===== config.mk =====
export PLATFORM = sky130hd
export DESIGN_NAME = crp_ram
export DESIGN_NICKNAME = d
export VERILOG_FILES = /design/src/hdl/crp_ram.sv
export SDC_FILE = /design/constraint.sdc
export NUM_CORES = 2
export LEC_CHECK = 0
export ABC_AREA = 1
export BUFFER_PORTS_ARGS = -buffer_cell sky130_fd_sc_hd__buf_4
export CORE_UTILIZATION = 27
export CTS_CLUSTER_DIAMETER = 60
export DETAILED_ROUTE_END_ITERATION = 12
export GPL_TIMING_DRIVEN = 0
export SETUP_SLACK_MARGIN = 0.3
export SYNTH_ARGS = -nofsm -noshare
export SYNTH_HDL_FRONTEND = slang
export SYNTH_SLANG_ARGS = --single-unit

===== constraint.sdc =====
create_clock -name clk -period 4.7 [get_ports clk]
set_input_delay 0.47 -clock clk [delete_from_list [all_inputs] [get_ports clk]]
set_output_delay 0.47 -clock clk [all_outputs]
set_load 0.05 [all_outputs]

===== src/hdl/crp_ram.sv =====
// ----------------------------------------------------------------------------
// crp_ram
// Generic simple dual-port RAM, one write port, one registered read port.
// ----------------------------------------------------------------------------
module crp_ram #(
	parameter int WIDTH = 8,
	parameter int DEPTH = 256
) (
	input  logic                     clk,
	input  logic                     we,
	input  logic [$clog2(DEPTH)-1:0] waddr,
	input  logic [WIDTH-1:0]         wdata,
	input  logic                     re,
	input  logic [$clog2(DEPTH)-1:0] raddr,
	output logic [WIDTH-1:0]         rdata
);

	logic [WIDTH-1:0] mem [DEPTH];

	always_ff @(posedge clk) begin
		if (we) begin
			mem[waddr] <= wdata;
		end
		if (re) begin
			rdata <= mem[raddr];
		end
	end

endmodule


; ---- Word level (Yosys, flattened, before mapping)
; Memory sizes are Yosys's and may differ from the RTL's. A register that Yosys moved wholly into a read port is not among the register bits.
; Cells that the tools add are included.
; W data, S select, Z words.
[classes]
mux = 2
[ops]
columns = cell, count
row1 = $mux W1, 2
[word_totals]
reg_bits = 0
ram_bits = 2048
input_bits = 27
wordCells = 3
memories = 1
[mem_list]
columns = memory, depth, width, read_ports, rd_clocked_by_memory_dff, wr, line_no
row1 = mem, 256, 8, 1, 1, 1, 18  ; logic [WIDTH-1:0] mem [DEPTH];

; ---- Logic depth before layout (Yosys ltp)
[logic_depth]
word_depth = 2
mapped_depth = 15
depth_no_buf = 11

; ---- Worst setup path before layout
; Ideal clock, no wire load.
[synth_timing]
path_type = input-to-reg
startpoint = input port we
endpoint = memory mem[162][0] (enable)
arrival_ps = 1591
slack_ps = 2739
path_stages = 4
path_buffers = 2
cell_sequence = clkbuf_1 > nand3_1 > clkbuf_1 > nor2_1
[synth_between]
elab_chain_cells = 2
[synth_rtl]
columns = item, line_no
row1 = start: declaration, 10  ; input logic we,
row2 = $mux W1, 21  ; if (we) begin
row3 = $mux W1 (implied by the code), 22  ; mem[waddr] <= wdata;
row4 = end: declaration, 18
; No other way between the ends.

==> impl_metrics.json <==
{
  "max_freq_ghz": 0.2539,
  "avgRoutedWirePerCell_um": 30.12,
  "setup_tns_ns": 0,
  "post-route-period-util_pct": 83.80,
  "clockBufferDepth": 3,
  "yosysWarnings": 0,
  "crit_type": "primary input to register",
  "end_kind": "register",
  "drt_iter0_drc": 11016,
  "hold_path.class": "primary input to register",
  "totalWireLength_um": 348900,
  "hold_viol": 0,
  "violations": "max-capacitance violations, max-slew violations",
  "cp_slowest_cell": "clkbuf_1",
  "cts_inserted_buffers": 212,
  "crit_family": "buffers and inverters",
  "core-area_mm2": 0.3066,
  "status": "finished with violations",
  "drt-vias-per-instance": 5.359,
  "crit_path_cell_trace": "buf_2, clkbuf_1, clkbuf_1, nand3_1, nand3_1, nand3_1, nand3_1, nand3_1, nand2_1, nand2_1, nand2_1",
  "crit_fanout": 10,
  "netlist_area_mm2": 0.08348,
  "clk_root_buffer_cell": "clkbuf_16",
  "grt_antenna_before_repair": 28,
  "clkLatencyLatePin_ns": 0.91,
  "ys_types": 13,
  "synth-seq-area-share_pct": 73.96,
  "final_util_pct": 31.51,
  "r2r-start": "mem[199][4]",
  "grt_usage_pct": 21.81,
  "skew_ns": 0.06327,
  "crit_arrival_ns": 4.61,
  "grt_pass1_wl_um": 467600,
  "required_ns": 5.37,
  "powerDensity_mw_per_mm2": 414.9,
  "leakagePower_nw": 32.99,
  "worstHoldStart": "wdata[7]",
  "drc": 0,
  "synth_nets": 7030,
  "startpoint_type": "primary input",
  "relSlewSlack_pct": -13.56,
  "ant_nets": 0,
  "rsz0062_at_grt": "no",
  "reg2reg_slack_ns": 2.22,
  "synth_seq_cells": 2056,
  "postSynthCellCount": 7003,
  "syn-mean-instance-area_um2": 11.92,
  "path_clk_slew_ns": 0.07,
  "multi_input_area_mm2": 0.01920,
  "fin_nets": 7311,
  "initial_core_util_pct": 27.23,
  "drtPass1Iterations": 9,
  "grt.overflow.total": 0,
  "path_buf_inv": 3,
  "synth_top_cell_by_area": "edfxtp_1",
  "slew_viol_final": 207,
  "die_h_um": 558.0,
  "placementRows": 203,
  "worst_pin_slew_ns": 1.703,
  "gp_congestion": 1.046,
  "cpMostUsedCell": "nand3_1",
  "hpwl_um": 240000,
  "die_area_mm2": 0.3114,
  "io_buffers": 27,
  "synth_area_leaders": "edfxtp_1 (74%), nand3_1 (12%), nand2_1 (9.5%)",
  "io_pins": 35,
  "maxCapViolations": 22,
  "ir_worst_vdd_mv": 0.4625,
  "via_count": 62067,
  "crit_start": "raddr[2]",
  "final_layout_size_suffix_gt1_share_pct": 9.867,
  "clock-sinks": 2056,
  "fp.dieW_um": 558.0,
  "layout_min_cycle_time_ns": 3.939,
  "cts_tree": "built",
  "grt_pass1_vias": 57182,
  "htree_levels": 4,
  "synth_top_area_share_pct": 73.96,
  "finalSetupViolations": 0,
  "fillers": 30671,
  "ctsResizeCount": 0,
  "syn_to_final_growth_pct": 15.73,
  "seq_area_mm2": 0.06174,
  "slowest_delay_ns": 1.31,
  "grt_max_degree": 161
}
==> worst paths after layout <==
path	endpoint	cells past startpoint
setup / recovery	rdata[3]	11
hold reg to reg	rdata[2]	10
hold / removal	mem[97][7]	1
setup reg to reg	rdata[4]	10
==> cells in the final DEF (no fill, tap or decap), drive strengths merged <==
master | Yosys | layout
inv | 39 | 48
dlygate4sd3 | 0 | 6
nor2 | 283 | 283
bufinv | 0 | 14
buf | 371 | 432
nand3 | 2019 | 2019
diode | 0 | 13
nand2 | 2123 | 2123
clkinvlp | 0 | 7
edfxtp | 2056 | 2056
clkinv | 0 | 112
clkbuf | 112 | 369
==> cells in the mapped netlist <==
cell,count
buf_1,40
buf_2,268
buf_4,46
buf_6,16
buf_8,1
clkbuf_1,112
edfxtp_1,2056
inv_1,36
inv_2,2
inv_4,1
nand2_1,2123
nand3_1,2019
nor2_1,283
==> sequential cells by signal, indices dropped and copies added (netlist names) <==
name,count
mem,2048
rdata,8
==> power by group <==
group	internal (mW)	total [mW]	switching, mW
clock	9.15	16.8	7.64
sequential	20.2	20.2	0.0154
combinational	0.613	3.05	2.44
total	30.0	40.1	10.1
==> routing by layer <==
metal	GRT usage (%)	up-vias	wire length [µm]
li1	-	25483	-
met1	26.92	30560	125800
met3	7.919	1087	48810
met5	0.3396	-	308
met2	31.98	4927	147600
met4	14.21	10	26440
==> worst reg2reg max path: cells and delay by family, from the launching register on <==
kind,cells,cell delay (ns)
DFF,1,0.37
and+or+nand+nor,10,1.79
==> metrics by stage <==
stage | setup slack, ns | std cells | hold slack, ns | area, µm² | power (mW)
after floorplan | 2.739 | 7003 | 0.5689 | 83480 | 21.89
after global placement | 0.2789 | 11130 | 0.8881 | 88810 | 23.46
after detailed placement | 0.3703 | 11161 | 0.7690 | 89600 | 23.50
after CTS | 1.325 | 11566 | 0.03235 | 96500 | 39.87
after global routing | 1.119 | 11576 | 0.04371 | 96590 | 40.73
final | 0.7612 | 11582 | 0.03808 | 96610 | 40.08
==> logic make-up (layout without fill, tap and decap cells) <==
group | after synthesis | in the layout | share of synthesized area [%]
and+or+nand+nor | 4425 | 4425 | 22.92
DFF | 2056 | 2056 | 73.96
buffers and inverters | 522 | 988 | 3.116
other | 0 | 13 | 0
==> final cells by class <==
cell class	count	area share, %
diodes	13	0.03367
plain buffers	483	2.553
clock buffers	257	5.666
clock inverters	142	1.414
inverters	39	0.1541
multi-input cells	4425	19.88
flip-flops and latches	2056	63.91
well taps	4100	5.310
repair buffers	67	1.084
==> what timing repair did <==
item	4_1_cts	5_1_grt
buffers inserted	0	0
endpoints found under the hold margin	101	0
hold buffers	6	0
setup endpoints to repair	0	0
Note: power is estimated with default switching activity, not from simulation.
